`src/hw/rtl/mp2_pkg.sv`:
```
// mp2_pkg: constants, types and codes shared by the 2x2 stride-2 max pool.
// No dependencies; used by every module of the block.
package mp2_pkg;

    localparam int SAMPLE_BITS = 16;
    localparam int MAX_WIDTH = 1024;
    localparam int HEIGHT_LIMIT = 4096;
    localparam int LINE_DEPTH = MAX_WIDTH / 2;
    localparam int SLOT_BITS = $clog2(LINE_DEPTH);
    localparam int COL_BITS = $clog2(MAX_WIDTH);
    localparam int ROW_BITS = $clog2(HEIGHT_LIMIT);
    localparam int WIDTH_REG_BITS = 11;
    localparam int HEIGHT_REG_BITS = 13;
    localparam int CFG_INDEX_BITS = 2;
    localparam int CFG_DATA_BITS = 13;

    localparam int QUEUE_DEPTH = 4;
    localparam int QPTR_BITS = $clog2(QUEUE_DEPTH);
    localparam int QCNT_BITS = $clog2(QUEUE_DEPTH + 1);

    localparam logic [CFG_INDEX_BITS-1:0] CFG_PLANE_WIDTH = 2'd0;
    localparam logic [CFG_INDEX_BITS-1:0] CFG_PLANE_HEIGHT = 2'd1;

    localparam logic [WIDTH_REG_BITS-1:0] WIDTH_RESET = 11'd2;
    localparam logic [HEIGHT_REG_BITS-1:0] HEIGHT_RESET = 13'd2;

    typedef enum logic {
        OP_STORE,
        OP_EMIT
    } op_kind_t;

    typedef struct packed {
        op_kind_t                       kind;
        logic [SLOT_BITS-1:0]           slot;
        logic signed [SAMPLE_BITS-1:0]  pair;
        logic                           last;
    } op_t;

    typedef struct packed {
        logic signed [SAMPLE_BITS-1:0]  value;
        logic                           done;
    } res_t;

endpackage

```
`src/hw/rtl/mp2_opq.sv`:
```
// mp2_opq: short queue of line-store operations between front and back.
// Depends on mp2_pkg.
module mp2_opq
(
    input  logic            clk,
    input  logic            rst_n,
    input  logic            push,
    input  mp2_pkg::op_t    op_in,
    output logic            full,
    input  logic            pop,
    output mp2_pkg::op_t    op_out,
    output logic            empty
);

    mp2_pkg::op_t                       q_reg [mp2_pkg::QUEUE_DEPTH];
    logic [mp2_pkg::QPTR_BITS-1:0]      wr_reg, rd_reg;
    logic [mp2_pkg::QCNT_BITS-1:0]      cnt_reg, cnt_next;
    logic                               do_push, do_pop;

    assign full    = (cnt_reg == mp2_pkg::QCNT_BITS'(mp2_pkg::QUEUE_DEPTH));
    assign empty   = (cnt_reg == '0);
    assign do_push = push && !full;
    assign do_pop  = pop && !empty;
    assign op_out  = q_reg[rd_reg];

    always_comb
    begin
        cnt_next = cnt_reg;
        if (do_push && !do_pop)
            cnt_next = cnt_reg + 1'b1;
        else if (do_pop && !do_push)
            cnt_next = cnt_reg - 1'b1;
    end

    always_ff @(posedge clk)
    begin
        if (do_push)
            q_reg[wr_reg] <= op_in;
    end

    always_ff @(posedge clk or negedge rst_n)
    begin
        if (!rst_n)
        begin
            wr_reg  <= '0;
            rd_reg  <= '0;
            cnt_reg <= '0;
        end
        else
        begin
            if (do_push)
                wr_reg <= wr_reg + 1'b1;
            if (do_pop)
                rd_reg <= rd_reg + 1'b1;
            cnt_reg <= cnt_next;
        end
    end

endmodule

```
`config.mk`:
```
export PLATFORM = sky130hd
export DESIGN_NAME = mp2_opq
export DESIGN_NICKNAME = d
export VERILOG_FILES = /design/src/hw/rtl/mp2_pkg.sv /design/src/hw/rtl/mp2_opq.sv
export SDC_FILE = /design/constraint.sdc
export NUM_CORES = 1
export LEC_CHECK = 0
export ABC_AREA = 1
export CELL_PAD_IN_SITES_DETAIL_PLACEMENT = 1
export CELL_PAD_IN_SITES_GLOBAL_PLACEMENT = 2
export CORE_ASPECT_RATIO = 0.6
export CORE_MARGIN = 4
export CORE_UTILIZATION = 30
export CTS_CLUSTER_DIAMETER = 100
export DETAILED_ROUTE_END_ITERATION = 6
export DONT_BUFFER_PORTS = 1
export PLACE_DENSITY_LB_ADDON = 0.1
export SYNTH_ARGS = -nofsm -noshare
export SYNTH_HDL_FRONTEND = slang
export SYNTH_SLANG_ARGS = --single-unit
```
`constraint.sdc`:
```
create_clock -name clk -period 6.8 [get_ports clk]
set_input_delay 1.02 -clock clk [delete_from_list [all_inputs] [get_ports clk]]
set_output_delay 1.02 -clock clk [all_outputs]
set_load 0.1 [all_outputs]
```
# Word level (Yosys, flattened, before mapping)
# Memories as Yosys holds them, arrays and structs flattened.
# Index checks and enable logic that the tools add are counted.
[totals] wordCells=23 register_bits=7 mem_count=1 ramBits=108
[mem_list] memory="q_reg" words=4 word_bits=27 rd=1 rd_clocked_by_memory_dff=0 write_ports=1 line_no="mp2_opq.sv:15" source="mp2_pkg::op_t q_reg [mp2_pkg::QUEUE_DEPTH];"
[op_classes] n_eq_ne=1 muxes=4 n_reduce_logical=10 add_sub_neg=4
[ops] op="$mux W3" n=2
[ops] op="$add A2 B1 Y2 const B" n=2
[ops] op="$logic_and A1 B1 Y1" n=4
[ops] op="$logic_not A1 Y1" n=4
[ops] op="$add A3 B1 Y3 const B" n=1
[ops] op="$eq A3 B3 Y1 const B" n=1
[ops] op="$logic_not A3 Y1" n=1
[ops] op="$sub A3 B1 Y3 const B" n=1
[ops] op="$mux W1" n=2
[ops] op="$reduce_bool A2 Y1" n=1

# Longest topological paths before layout
[depth] depth_word=7 mapped_depth=12 mapped_depth_nobuf=12

# Least setup slack after synthesis
# No wires, ideal clock.
[synth_path] path_type="input to register" startpoint="in push" endpoint="mem q_reg[0][0] (netlist bit) (enable)" t_required_ns=6.389 arrival_time_ns=2.313 path_stages=2 slack_ns=4.076 path_cell_list="nand2_1 > nor2_1"
[synth_via] elab_chain_cells=3
[synth_lines] element="start, declared" line_no="mp2_opq.sv:7" source="input logic push,"
[synth_lines] element="$logic_and A1 B1 Y1" line_no="mp2_opq.sv:22" source="assign do_push = push && !full;"
[synth_lines] element="$mux W1" line_no="mp2_opq.sv:37" source="if (do_push)"
[synth_lines] element="$mux W1 (not written as such)" line_no="mp2_opq.sv:38" source="q_reg[wr_reg] <= op_in;"
[synth_lines] element="end, declared" line_no="mp2_opq.sv:15"
# No other way between the ends.

==> flow_metrics.env <==
export IMPL_synth_seq_cells=115
export IMPL_setup_tns_ns=0
export IMPL_min_path_type="in -> async"
export IMPL_multi_input_comb_area_um2=1010
export IMPL_setup_violations=0
export IMPL_synth_edf_count=108
export IMPL_gp_congestion=0.678
export IMPL_drive_gt1_frac=0.117
export IMPL_drt_wl_total_um=10400
export IMPL_insertion_delay_ns=0.40
export IMPL_via_count=2648
export IMPL_area_delta_synth_final_pct=18.0
export IMPL_ys_flop_type="edfxtp_1"
export IMPL_ys_top_cells_by_area="edfxtp_1 68%, nand2_1 7.7%, o211ai_1 6.9%, inv_1 5.5%, dfrtp_1 3.7%"
export IMPL_drv_slew=0
export IMPL_path_class="reg -> out"
export IMPL_maxCapViolations=0
export IMPL_post_cts_buffers=0
export IMPL_max_freq_mhz=253
export IMPL_vias_per_cell=4.44
export IMPL_r2r_cells=4
export IMPL_layout_worst_path_cycle_share=0.582
export IMPL_cts_root_buf="clkbuf_16"
export IMPL_first_pass_iters=4
export IMPL_io_buffer_count=0
export IMPL_largest_register_ffs=108
export IMPL_synth_top_area_share=0.682
export IMPL_cts_hold_fix_buffers=0
export IMPL_synth_avg_cell_area_um2=12.7
export IMPL_final_nets=417
export IMPL_instances_no_fill=596
export IMPL_ant_nets=0
export IMPL_fillers=1632
export IMPL_num_rows=35
export IMPL_wire_per_inst_um=17.4
export IMPL_drc=0
export IMPL_antenna_found_initial=0
export IMPL_critPathCaptureType="primary output"
export IMPL_clkTransAtPathRegs_ns=0.05
export IMPL_synth_common_cells="108 x edfxtp_1, 98 x nand2_1, 70 x inv_1"
export IMPL_design_core_area_um2=15500
export IMPL_synth_seq_area_share=0.719
export IMPL_seq_area_um2=3420
export IMPL_period_needed_ns=3.96
export IMPL_worstPathArrival_ns=2.94
export IMPL_synth_most_common_cell="edfxtp_1"
export IMPL_yosys_warnings=0
export IMPL_grt_max_degree=57
export IMPL_cp_required_ns=5.78
export IMPL_grt_ovfl_total=0
export IMPL_status="complete, no violations"
export IMPL_grt_pass1_wl_um=16600
export IMPL_timing_hold_violations_final=0
export IMPL_track_usage=0.124
export IMPL_maxSlewHeadroom=0.325
export IMPL_netlist_area_um2=4750
export IMPL_worst_pin_slew_ns=1.01
export IMPL_start_util=0.308
export IMPL_clockBufferDepth=2
export IMPL_drt_iter0_drc=154
export IMPL_synth_largest_area_cell="edfxtp_1"
export IMPL_die_w_um=171
export IMPL_yosysUniqueCellTypes=18
export IMPL_rsz0062_at_grt="false"
export IMPL_cts_sinks=115
export IMPL_synthArstFlopShare=0.0609
export IMPL_synth_fp_nets=412
export IMPL_placed_cells=564
export IMPL_die_height_um=106
export IMPL_cts_htree_levels=4
export IMPL_post_dp_hpwl_um=6100
export IMPL_synthCells=375
export IMPL_fin_skew_ns=0.0125
export IMPL_io_pins=60
export IMPL_cts_tree="done"
export IMPL_diodes=0
export IMPL_grt_pass1_vias=2803
export IMPL_crit_path_start_kind="register"
export IMPL_cp_max_fo=56
export IMPL_cts_inserted_buffers=17
export IMPL_cts_resized=0
export IMPL_design_die_area_um2=18000
final timing paths:
kind                                  from          end  slack, ns
worst min register to register  cnt_reg[2]   cnt_reg[2]       0.52
worst max-delay path             rd_reg[0]    op_out[4]       2.84
max in group asynchronous            rst_n    rd_reg[0]       6.42
min in group clk                cnt_reg[2]   cnt_reg[2]       0.52
worst max register to register  cnt_reg[0]  q_reg[0][3]       4.58
worst min-delay path                 rst_n   cnt_reg[2]       0.31
per-stage QoR:
| stage | cell area, um^2 | setup slack, ns | hold slack [ns] | util |
|---|---|---|---|---|
| 2_1_floorplan | 4750 | 4.08 | 0.463 | - |
| 3_3_place_gp | 4960 | 3.29 | 0.498 | 0.321 |
| 3_5_place_dp | 4960 | 3.22 | 0.509 | 0.321 |
| 4_1_cts | 5610 | 2.80 | 0.291 | 0.363 |
| 5_1_grt | 5610 | 2.58 | 0.285 | 0.363 |
| 6_report | 5610 | 2.84 | 0.310 | 0.363 |
cells by family after synthesis:
group,Yosys count,share of synthesized area
adders and majority gates,6,0.0174
and+or+nand+nor,110,0.0892
buffers and inverters,88,0.0758
xor gates and xnor gates,1,0.00184
AOI/OAI and AO/OA,55,0.0968
DFF,115,0.719
per-layer routing:
metal	track usage	part of all wire	vias up	wire length [um]
met1	0.161	0.47	1295	4880
li1	-	-	1293	-
met3	0.0487	0.071	6	737
met5	0	0	-	0
met2	0.186	0.45	54	4670
met4	0.0462	0.0078	0	81
cells in the final DEF, fill, tap and decap left out, types with 2 or more instances in the layout:
master and n:
edfxtp_1 108, inv_1 70, clkinv_2 3, o211ai_2 10, bufinv_16 5, ha_1 5, nor2_4 4, nand2_1 98
clkbuf_8 2, buf_4 2, o211ai_1 44, clkbuf_16 17, nand3_1 7, clkbuf_1 4, dfrtp_1 7
critical path, cell delays in order (launching register included):
cell and delay [ns]:
dfrtp_1 0.39, clkinv_2 0.58, buf_4 0.56, nand2_1 0.12
o211ai_1 0.09, nand2_1 0.76
cell type report:
cell class | instances | share of cell area
Clock inverter | 9 | 0.0315
Inverter | 72 | 0.0484
Sequential cell | 115 | 0.609
Tap cell | 203 | 0.0453
Clock buffer | 23 | 0.0834
Timing Repair Buffer | 2 | 0.00268
Multi-Input combinational cell | 172 | 0.179
Power is not shown: default switching activity piles up to over one toggle a cycle in this logic, so the estimate is an artifact.
