### config.mk
export PLATFORM = sky130hd
export DESIGN_NAME = mp2_front
export DESIGN_NICKNAME = d
export VERILOG_FILES = /design/src/hw/rtl/mp2_pkg.sv /design/src/hw/rtl/mp2_front.sv
export SDC_FILE = /design/constraint.sdc
export NUM_CORES = 1
export LEC_CHECK = 0
export BUFFER_PORTS_ARGS = -buffer_cell sky130_fd_sc_hd__buf_4
export CAP_MARGIN = 15
export CORE_MARGIN = 2
export CORE_UTILIZATION = 50
export DETAILED_ROUTE_END_ITERATION = 10
export PLACE_DENSITY = 0.72
export SLEW_MARGIN = 10
export SYNTH_ARGS = -nofsm -noshare
export SYNTH_HDL_FRONTEND = slang
export SYNTH_SLANG_ARGS = --single-unit
### constraint.sdc
create_clock -name clk -period 3.2 [get_ports clk]
set_input_delay 0.48 -clock clk [delete_from_list [all_inputs] [get_ports clk]]
set_output_delay 0.48 -clock clk [all_outputs]
set_load 0.01 [all_outputs]
### src/hw/rtl/mp2_pkg.sv
// mp2_pkg: constants, types and codes shared by the 2x2 stride-2 max pool.
// No dependencies; used by every module of the block.
package mp2_pkg;

    localparam int SAMPLE_BITS = 16;
    localparam int MAX_WIDTH = 1024;
    localparam int HEIGHT_LIMIT = 4096;
    localparam int LINE_DEPTH = MAX_WIDTH / 2;
    localparam int SLOT_BITS = $clog2(LINE_DEPTH);
    localparam int COL_BITS = $clog2(MAX_WIDTH);
    localparam int ROW_BITS = $clog2(HEIGHT_LIMIT);
    localparam int WIDTH_REG_BITS = 11;
    localparam int HEIGHT_REG_BITS = 13;
    localparam int CFG_INDEX_BITS = 2;
    localparam int CFG_DATA_BITS = 13;

    localparam int QUEUE_DEPTH = 4;
    localparam int QPTR_BITS = $clog2(QUEUE_DEPTH);
    localparam int QCNT_BITS = $clog2(QUEUE_DEPTH + 1);

    localparam logic [CFG_INDEX_BITS-1:0] CFG_PLANE_WIDTH = 2'd0;
    localparam logic [CFG_INDEX_BITS-1:0] CFG_PLANE_HEIGHT = 2'd1;

    localparam logic [WIDTH_REG_BITS-1:0] WIDTH_RESET = 11'd2;
    localparam logic [HEIGHT_REG_BITS-1:0] HEIGHT_RESET = 13'd2;

    typedef enum logic {
        OP_STORE,
        OP_EMIT
    } op_kind_t;

    typedef struct packed {
        op_kind_t                       kind;
        logic [SLOT_BITS-1:0]           slot;
        logic signed [SAMPLE_BITS-1:0]  pair;
        logic                           last;
    } op_t;

    typedef struct packed {
        logic signed [SAMPLE_BITS-1:0]  value;
        logic                           done;
    } res_t;

endpackage

### src/hw/rtl/mp2_front.sv
// mp2_front: configuration registers, raster position tracking and pair
// classification into line-store operations. Depends on mp2_pkg.
module mp2_front
(
    input  logic                                        clk,
    input  logic                                        rst_n,
    input  logic                                        cfg_valid,
    output logic                                        cfg_ready,
    input  logic [mp2_pkg::CFG_INDEX_BITS-1:0]          cfg_index,
    input  logic [mp2_pkg::CFG_DATA_BITS-1:0]           cfg_data,
    input  logic                                        accept,
    input  logic signed [mp2_pkg::SAMPLE_BITS-1:0]      sample,
    output logic                                        op_push,
    output mp2_pkg::op_t                                op
);

    localparam logic [mp2_pkg::WIDTH_REG_BITS-1:0] W_MIN = 11'd2;
    localparam logic [mp2_pkg::WIDTH_REG_BITS-1:0] W_MAX =
        mp2_pkg::WIDTH_REG_BITS'(mp2_pkg::MAX_WIDTH);
    localparam logic [mp2_pkg::HEIGHT_REG_BITS-1:0] H_MIN = 13'd2;
    localparam logic [mp2_pkg::HEIGHT_REG_BITS-1:0] H_MAX =
        mp2_pkg::HEIGHT_REG_BITS'(mp2_pkg::HEIGHT_LIMIT);

    logic [mp2_pkg::WIDTH_REG_BITS-1:0]     width_reg;
    logic [mp2_pkg::HEIGHT_REG_BITS-1:0]    height_reg;
    logic [mp2_pkg::COL_BITS-1:0]           col_reg, col_next;
    logic [mp2_pkg::ROW_BITS-1:0]           row_reg, row_next;
    logic signed [mp2_pkg::SAMPLE_BITS-1:0] left_reg, left_next;

    logic [mp2_pkg::WIDTH_REG_BITS-1:0]     w, wf, col_inc;
    logic [mp2_pkg::HEIGHT_REG_BITS-1:0]    h, hf, row_inc;
    logic                                   in_pair;

    assign cfg_ready = 1'b1;

    always_ff @(posedge clk or negedge rst_n)
    begin
        if (!rst_n)
        begin
            width_reg  <= mp2_pkg::WIDTH_RESET;
            height_reg <= mp2_pkg::HEIGHT_RESET;
        end
        else if (cfg_valid && cfg_ready)
        begin
            unique case (cfg_index)
                mp2_pkg::CFG_PLANE_WIDTH:
                    width_reg <= cfg_data[mp2_pkg::WIDTH_REG_BITS-1:0];
                mp2_pkg::CFG_PLANE_HEIGHT:
                    height_reg <= cfg_data;
                default: ;
            endcase
        end
    end

    always_comb
    begin
        if (width_reg < W_MIN)
            w = W_MIN;
        else if (width_reg > W_MAX)
            w = W_MAX;
        else
            w = width_reg;
        if (height_reg < H_MIN)
            h = H_MIN;
        else if (height_reg > H_MAX)
            h = H_MAX;
        else
            h = height_reg;
        wf = {w[mp2_pkg::WIDTH_REG_BITS-1:1], 1'b0};
        hf = {h[mp2_pkg::HEIGHT_REG_BITS-1:1], 1'b0};
        col_inc = {1'b0, col_reg} + 1'b1;
        row_inc = {1'b0, row_reg} + 1'b1;
        in_pair = col_reg[0] && ({1'b0, col_reg} < wf);

        op.kind = row_reg[0] ? mp2_pkg::OP_EMIT : mp2_pkg::OP_STORE;
        op.slot = col_reg[mp2_pkg::COL_BITS-1:1];
        op.pair = (left_reg > sample) ? left_reg : sample;
        op.last = (col_inc == wf) && (row_inc == hf);
        op_push = accept && in_pair && (!row_reg[0] || ({1'b0, row_reg} < hf));

        left_next = left_reg;
        col_next  = col_reg;
        row_next  = row_reg;
        if (accept)
        begin
            if (!col_reg[0])
                left_next = sample;
            if (col_inc >= w)
            begin
                col_next = '0;
                row_next = (row_inc >= h) ? '0 : row_inc[mp2_pkg::ROW_BITS-1:0];
            end
            else
                col_next = col_inc[mp2_pkg::COL_BITS-1:0];
        end
    end

    always_ff @(posedge clk or negedge rst_n)
    begin
        if (!rst_n)
        begin
            col_reg  <= '0;
            row_reg  <= '0;
            left_reg <= '0;
        end
        else
        begin
            col_reg  <= col_next;
            row_reg  <= row_next;
            left_reg <= left_next;
        end
    end

endmodule

== Yosys cells after proc, flatten, opt, wreduce, memory -nomap -nowiden ==
Index checks and enable logic that the tools add are counted.
Word-level totals
  register bits after elaboration: 62
  latch bits: 0
  RAM bits: 0
  ROM bits: 0
  input port bits: 35
  output and inout bits: 29
  memories kept: 0
Cells by class
  add/sub/neg operators: 2
  multipliers: 0
  divide/modulo/power cells: 0
  order comparisons: 9
  equal/unequal tests: 3
  shift-type cells: 0
  multiplexer cells: 8
  bitwise logic cells: 1
  reduce and logical (&&, ||, !) cells: 11
Operator list (number)
  $mux W13: 2
  $mux W11: 2
  $gt A16 B16 Y1: 1
  $mux W16: 1
  $add A12 B1 Y13 const B: 1
  $eq A13 B13 Y1: 1
  $ge A13 B13 Y1: 1
  $gt A13 B13 Y1 const B: 1
  $lt A12 B13 Y1: 1
  $lt A13 B2 Y1 const B: 1
  $mux W12: 1
  $add A10 B1 Y11 const B: 1
  $eq A11 B11 Y1: 1
  $ge A11 B11 Y1: 1
  $gt A11 B11 Y1 const B: 1
  $lt A10 B11 Y1: 1
  $lt A11 B2 Y1 const B: 1
  $mux W10: 1
  $reduce_and A2 Y1: 4
  $logic_and A1 B1 Y1: 4
  $eq A2 B1 Y1 const B: 1
  $logic_not A2 Y1: 1
  $logic_not A1 Y1: 1
  $logic_or A1 B1 Y1: 1
  2 further kinds: 2

== Longest topological paths before layout ==
Gate-level depths: netlist of the first run.
  depth after elaboration: 7
  mapped depth: 14
  mapped depth without buffers: 13

== Worst setup path after synthesis of the first run ==
OpenSTA, ideal clock, no wires.
  kind: reg-to-output
  from: register width_reg[6] (netlist bit)
  to: output port op_push
  arrival time: 2696 ps
  required time: 2720 ps
  slack: 24 ps
  cell stages (with the launch flop): 10
  path buffers: 0
  cell sequence: dfrtp_1 or4_4 o41ai_1 nand2_1 ha_1 a21o_1 a21o_1 a21oi_1 nor2_1 nor4_1
On the way
  cells in the longest elaborated chain, start to end: 7
Ends and longest elaborated chain
  start: declaration: line mp2_front.sv:24  | logic [mp2_pkg::WIDTH_REG_BITS-1:0] width_reg;
  start signal: assignment: line mp2_front.sv:40  | width_reg <= mp2_pkg::WIDTH_RESET;
  start signal: assignment: line mp2_front.sv:47  | width_reg <= cfg_data[mp2_pkg::WIDTH_REG_BITS-1:0];
  $gt A11 B11 Y1: line mp2_front.sv:59  | else if (width_reg > W_MAX)
  $mux W11: line mp2_front.sv:59
  $mux W11 *: line mp2_front.sv:57  | if (width_reg < W_MIN)
  $lt A10 B11 Y1 *: line mp2_front.sv:73  | in_pair = col_reg[0] && ({1'b0, col_reg} < wf);
  $logic_and A1 B1 Y1 *: line mp2_front.sv:73
  $logic_and A1 B1 Y1 * (2 in series): line mp2_front.sv:79  | op_push = accept && in_pair && (!row_reg[0] || ({1'b0, row_reg} < hf));
  end: declaration: line mp2_front.sv:13  | output logic op_push,
Every way passes the cells marked *; elsewhere a longest branch is shown, timed or not.

== Final worst setup path of the first run ==
  from: register width_reg[8] (netlist bit)
  to: output port op_push
Same word-level chain as after synthesis.

==> results of run 1 <==
==> worst min-delay path by stage <==
stage / depth (start not counted) / to / start / slack (ns)
finish: 1 / col_reg[8] / rst_n / 0.20
floorplan: 0 / col_reg[0] / rst_n / 0.18
detailed placement: 2 / left_reg[2] / left_reg[2] / 0.50
CTS: 1 / row_reg[0] / rst_n / 0.25
global route: 1 / col_reg[8] / rst_n / 0.28
global placement: 2 / left_reg[12] / left_reg[12] / 0.49
==> metrics by stage <==
| step | power (W) | hold slack [ns] | cells |
|---|---|---|---|
| finish | 0.00424 | 0.203 | 680 |
| global route | 0.00450 | 0.284 | 680 |
| CTS | 0.00375 | 0.253 | 669 |
| detailed placement | 0.00293 | 0.505 | 650 |
| global placement | 0.00287 | 0.488 | 650 |
| floorplan | 0.00228 | 0.184 | 469 |
==> placed cells by master (no fill, tap or decap), drive strengths merged, types with 2 or more instances in the layout <==
| cell | instances |
|---|---|
| buf | 109 |
| nand2 | 61 |
| dfrtp | 60 |
| ha | 60 |
| mux2 | 40 |
| o21ai | 37 |
| inv | 30 |
| nor2b | 16 |
| nand3 | 13 |
| a21oi | 13 |
| clkbuf | 12 |
| nand4 | 11 |
| nor2 | 10 |
| xnor2 | 9 |
| a31o | 8 |
| nand2b | 8 |
| and3 | 7 |
| xor2 | 6 |
| a21o | 5 |
| a211oi | 5 |
| a211o | 5 |
| nor3 | 4 |
| nor4 | 4 |
| and4 | 4 |
| o211ai | 3 |
| a221oi | 3 |
| o22ai | 3 |
| or4 | 2 |
| a22oi | 2 |
| dfstp | 2 |
| clkinv | 2 |
| o31ai | 2 |
==> cell families (layout without fill, tap and decap cells) <==
family	Yosys count	after routing
flip-flops	62	62
adder cells (fa/ha/maj)	60	60
multiplexers	41	41
XOR/XNOR	15	15
AO/OA/AOI/OAI	94	94
buffers and inverters	52	155
other	1	1
AND/OR/NAND/NOR	144	144
==> timing repair <==
action                                  in CTS  in global routing
hold endpoints to repair                     0                  0
setup buffers                                4                  8
cloned                                       0                  4
endpoints found under the setup margin      13                 40
pin swaps                                   22                 24
resized for setup                           22                 97
==> power groups by stage <==
stage,logic (W),registers [W],clock network [W]
2_1_floorplan,0.00115,0.00112,0
3_3_place_gp,0.00172,0.00115,0
3_5_place_dp,0.00178,0.00115,0
4_1_cts,0.00185,0.00115,0.000754
5_1_grt,0.00252,0.00119,0.000792
6_report,0.00232,0.00117,0.000753
==> synth_stat cells (3+ instances only) <==
master / number
a211o_1: 5
a211oi_1: 5
a21o_1: 5
a21oi_1: 11
a221oi_1: 3
a31o_2: 8
and3_1: 7
and4_1: 4
buf_2: 3
buf_4: 11
clkbuf_1: 4
dfrtp_1: 60
ha_1: 60
inv_1: 30
mux2_2: 40
nand2_1: 61
nand2b_1: 8
nand3_1: 13
nand4_1: 11
nor2_1: 9
nor2b_1: 16
nor3_1: 4
nor4_1: 4
o211ai_1: 3
o21ai_0: 34
o22ai_1: 3
xnor2_1: 9
xor2_1: 6
==> worst reg2reg max path, cell delays in order (launching register included) <==
cell	delay, ns
dfrtp_1	0.38
or4_4	0.56
o41ai_4	0.31
buf_6	0.19
nand2_4	0.07
buf_4	0.14
ha_4	0.20
nand4_1	0.11
nor3_2	0.07
buf_4	0.13
buf_4	0.12
a211o_1	0.31
o21ai_2	0.24
nand2b_4	0.19
buf_6	0.13
o22ai_2	0.08
==> final cells by class <==
cell class,instances,share of cell area (%)
Multi-Input combinational cell,355,51.5
Sequential cell,62,25.6
Tap cell,108,2.23
Clock inverter,3,0.701
Clock buffer,12,2.72
Timing Repair Buffer,109,15.3
Inverter,31,1.92
==> routing by layer <==
layer / GRT usage, % / part of all wire, % / up-vias
li1: - / - / 1885
met1: 31.0 / 46 / 1922
met2: 37.2 / 48 / 78
met3: 3.26 / 3.7 / 25
met4: 8.22 / 2.2 / 0
met5: 0 / 0 / -
==> results.json, run 1 <==
{
  "r2r_start": "width_reg[8]",
  "pre_cts_ws_ns": 0.0112,
  "crit_chain": "or4_4, o41ai_4, buf_6, nand2_4, ha_4, a21o_1, a21oi_1, o2111ai_2, nor4_4, buf_6",
  "initial_core_util_pct": 51.6,
  "critPathSlowestCell": "or4_4",
  "synth_fa_ha_area_share_pct": 16.7,
  "drc": 0,
  "synth_area_leader_cell": "dfrtp_1",
  "clk_latency_ns": 0.35,
  "diodes": 0,
  "grt_max_degree": 63,
  "crit_family": "simple AND/OR/NAND/NOR gates",
  "dr.first_iter.drc_count": 186,
  "combPwrFrac_pct": 54.7,
  "final_util_pct": 69.6,
  "fin_skew_ns": 0.00993,
  "critPathBufInv": 2,
  "dieArea_mm2": 0.00978,
  "synth.distinct_cells": 54,
  "synthMuxAreaShare_pct": 10.2,
  "worst_slack_ns": -0.271,
  "chipHeight_um": 98.9,
  "grt_overflow": 0,
  "p_int_w": 0.00263,
  "largest_reg_flops": 16,
  "max_freq_ghz": 0.288,
  "placed_area_mm2": 0.00521,
  "die_x_um": 98.9,
  "core_mm2": 0.00872,
  "slew_headroom_pct": 34.0,
  "clkSinkCount": 62,
  "cp.depth": 10,
  "switchingPower_w": 0.00161,
  "min_period_ns": 3.47,
  "grt_first_pass_wirelength_um": 18100,
  "synth_edf_count": 0,
  "wirelength_um": 12000,
  "grt_pass1_vias": 3855,
  "cp-endpoint": "op_push",
  "tns_ns": -1.24,
  "crit_type": "register to output pin",
  "status": "complete, but fails checks",
  "finalHoldViolCount": 0,
  "cp_common_cell": "buf_6",
  "cts_hold_buffers": 0,
  "num_rows": 34,
  "switching_share_pct": 38.1,
  "seq_area_frac_synth_pct": 34.5,
  "pwr-share-seq_pct": 27.5,
  "wire_per_inst_um": 17.6,
  "postLayoutCellArea_mm2": 0.00607,
  "dpl.hpwl_um": 8160,
  "synth_top_family_by_area": "adder cells",
  "multi_input_area_mm2": 0.00313,
  "drive_above_1_share_pct": 39.5,
  "clockPowerShare_pct": 17.7,
  "synth_seq_cells": 62,
  "synthFlopType": "dfrtp_1",
  "vdd_drop_max_mv": 0.508,
  "startpoint": "width_reg[8]",
  "finalNetCount": 663,
  "antenna_left": 0,
  "syn_area_per_cell_um2": 9.60,
  "critPathMaxFanout": 4,
  "worst_slew_pin_slew_ns": 0.989,
  "io-pin-count": 64,
  "track_usage_pct": 22.8,
  "synth_area_mm2": 0.00450,
  "vias": 3910,
  "cts.clk_slew.worst_paths_ns": 0.08,
  "cp_data_arrival_time_ns": 2.99,
  "gp_congestion": 0.916,
  "power_density_mw_per_mm2": 699,
  "worstPathRequired_ns": 2.72,
  "rr_endpoint": "row_reg[10]",
  "setup_violations": 12,
  "syn_nets": 564,
  "slowest_delay_ns": 0.56,
  "hp-class": "input port to asynchronous set/reset pin",
  "rrSetupSlack_ns": -0.12,
  "violations": "negative setup slack",
  "cts_root_buffer": "clkbuf_8",
  "yosys.area_share.xor_xnor_pct": 2.92,
  "syn_to_final_growth_pct": 34.8,
  "fillers": 639,
  "synthSimpleGateAreaFrac_pct": 16.2,
  "cap_violations": 0,
  "crit_path_start_kind": "register",
  "synthTopCellsByArea": "dfrtp_1 (33%), ha_1 (17%), mux2_2 (10%)",
  "slew_violations": 0,
  "cts_buffers": 9,
  "dr.pass1.iters": 4,
  "fin_crit_sh_pct": 108,
  "synth-async-reset-ratio_pct": 100,
  "cts_tree": "built",
  "reg2reg_depth": 15,
  "leakagePower_nw": 2.97,
  "rsz0062_at_grt": "yes",
  "yosysWarnings": 0,
  "synth_compound_area_share_pct": 13.9,
  "netlist_instances": 469,
  "cp-end-kind": "output pin",
  "portBuffers": 62,
  "antenna_found_initial": 0,
  "regArea_mm2": 0.00155,
  "viasPerCell": 5.75,
  "synth_top_area_share_pct": 33.3,
  "cts.path.max_buffers": 2,
  "htree_num_levels": 3
}
(Power assumes the default switching activity.)
==> inputs of run 2 (changes only) <==
--- a/config.mk
+++ b/config.mk
@@ -7,10 +7,9 @@
 export LEC_CHECK = 0
 export BUFFER_PORTS_ARGS = -buffer_cell sky130_fd_sc_hd__buf_4
 export CAP_MARGIN = 15
-export CORE_MARGIN = 2
-export CORE_UTILIZATION = 50
+export CORE_UTILIZATION = 53
 export DETAILED_ROUTE_END_ITERATION = 10
-export PLACE_DENSITY = 0.72
+export PLACE_DENSITY = 0.76
 export SLEW_MARGIN = 10
 export SYNTH_ARGS = -nofsm -noshare
 export SYNTH_HDL_FRONTEND = slang
==> results.json, run 2 (synthesis results as in run 1) <==
{
  "num_rows": 33,
  "fillers": 594,
  "regArea_mm2": 0.00155,
  "slew_violations": 0,
  "status": "complete, but fails checks",
  "dr.first_iter.drc_count": 176,
  "min_period_ns": 3.64,
  "final_common_cell": "buf_4",
  "placed_area_mm2": 0.00525,
  "crit_type": "register to output pin",
  "diodes": 0,
  "viasPerCell": 5.90,
  "setup_violations": 24,
  "rsz0062_at_grt": "yes",
  "cts_tree": "built",
  "leakagePower_nw": 2.85,
  "multi_input_area_mm2": 0.00304,
  "worst_slew_pin_slew_ns": 0.957,
  "cap_violations": 0,
  "violations": "negative setup slack",
  "hp-class": "input port to asynchronous set/reset pin",
  "dpl.hpwl_um": 8210,
  "critPathMaxFanout": 4,
  "fin_hold_ws_ns": 0.212,
  "p_total_w": 0.00394,
  "io-pin-count": 64,
  "portBuffers": 62,
  "worstPathRequired_ns": 2.72,
  "wire_per_inst_um": 18.0,
  "vias": 4001,
  "fin_skew_ns": 0.00649,
  "antenna_left": 0,
  "clk_latency_ns": 0.35,
  "finalNetCount": 663,
  "cts_buffers": 9,
  "grt_max_degree": 63,
  "initial_core_util_pct": 54.8,
  "cp_data_arrival_time_ns": 3.16,
  "wirelength_um": 12200,
  "final_cell_mix": "buf_4 (99), dfrtp_1 (60), nand2_1 (54), ha_1 (52), mux2_2 (40)",
  "slew_headroom_pct": 36.2,
  "gp_congestion": 0.839,
  "dieArea_mm2": 0.00887,
  "cts_hold_buffers": 0,
  "power_density_mw_per_mm2": 670,
  "cp-end-kind": "output pin",
  "grt_overflow": 0,
  "vdd_drop_max_mv": 0.402,
  "cts.clk_slew.worst_paths_ns": 0.07,
  "crit_path_start_kind": "register",
  "clkSinkCount": 62,
  "cts_root_buffer": "clkbuf_8",
  "drc": 0,
  "cts.path.max_buffers": 2,
  "max_freq_ghz": 0.275,
  "die_x_um": 94.2,
  "fin_crit_sh_pct": 114,
  "grt_pass1_vias": 3934,
  "largest_reg_flops": 16,
  "core_mm2": 0.00822,
  "chipHeight_um": 94.2,
  "htree_num_levels": 3,
  "antenna_found_initial": 0,
  "postLayoutCellArea_mm2": 0.00588,
  "track_usage_pct": 27.2,
  "worst_slack_ns": -0.442,
  "grt_first_pass_wirelength_um": 18600,
  "drive_above_1_share_pct": 38.9,
  "syn_to_final_growth_pct": 30.5,
  "dr.pass1.iters": 4,
  "finalHoldViolCount": 0
}
run 2: cell count changes in the layout (fill, tap and decap cells not counted), sizes merged:
cell | previous run | this run
buf | 109 | 108
bufinv | 1 | 0
clkbuf | 12 | 13
clkinv | 2 | 3
nand2b | 8 | 9
run 2: area by class of cell:
class	instances	area share (%)
Clock buffer	13	2.87
Clock inverter	3	0.298
Inverter	31	1.98
Multi-Input combinational cell	356	51.8
Sequential cell	62	26.4
Tap cell	105	2.24
Timing Repair Buffer	108	14.4
run 2: metrics by stage:
stage | setup slack [ns] | setup TNS, ns | std cells | utilization, %
2_1_floorplan | 0.0238 | 0 | 469 | -
3_3_place_gp | 0.0276 | 0 | 653 | 63.9
3_5_place_dp | -0.0449 | -0.0666 | 653 | 63.9
4_1_cts | -0.243 | -0.485 | 672 | 68.1
5_1_grt | -0.509 | -4.91 | 678 | 71.5
6_report | -0.442 | -3.12 | 678 | 71.5
run 2: layer usage:
| metal | global-route usage [%] | wire [µm] | vias up |
|---|---|---|---|
| met1 | 33.2 | 4990 | 1939 |
| met5 | 0 | 0 | - |
| met4 | 14.0 | 458 | 0 |
| li1 | - | - | 1891 |
| met2 | 45.4 | 6150 | 136 |
| met3 | 5.34 | 598 | 35 |
run 2: where the power goes:
group          leakage (nW)  internal (W)  switching [W]
clock network        0.0954      0.000343       0.000335
registers             0.772      0.000969       0.000208
logic                  1.98       0.00105        0.00103
total                  2.85       0.00236        0.00157
run 2: repair_timing:
| action | CTS | global route |
|---|---|---|
| setup endpoints to repair | 11 | 40 |
| setup buffers | 3 | 3 |
| endpoints found under the hold margin | 0 | 0 |
| pin swaps | 20 | 12 |
| gates resized for setup | 26 | 56 |
| cloned | 0 | 3 |
run 2: final timing paths:
| check | start | end | slack (ns) | depth (start not counted) |
|---|---|---|---|---|
| hold / removal | rst_n | height_reg[6] | 0.21 | 1 |
| setup reg to reg | width_reg[8] | row_reg[8] | -0.20 | 15 |
| setup / recovery | width_reg[8] | op_push | -0.44 | 11 |
| hold reg to reg | left_reg[14] | left_reg[14] | 0.51 | 2 |
| min in group clk | cfg_data[12] | height_reg[12] | 0.36 | 2 |
| max in group asynchronous | rst_n | row_reg[3] | 2.45 | 1 |
run 2: worst max-delay path, stage by stage (launching register included):
cell       delay (ns)
dfrtp_1          0.38
or4_4            0.59
o41ai_4          0.37
buf_6            0.20
nand2_4          0.07
ha_4             0.16
a21o_1           0.19
a21oi_2          0.15
o2111ai_1        0.12
nor4_1           0.31
buf_4            0.17
buf_6            0.09
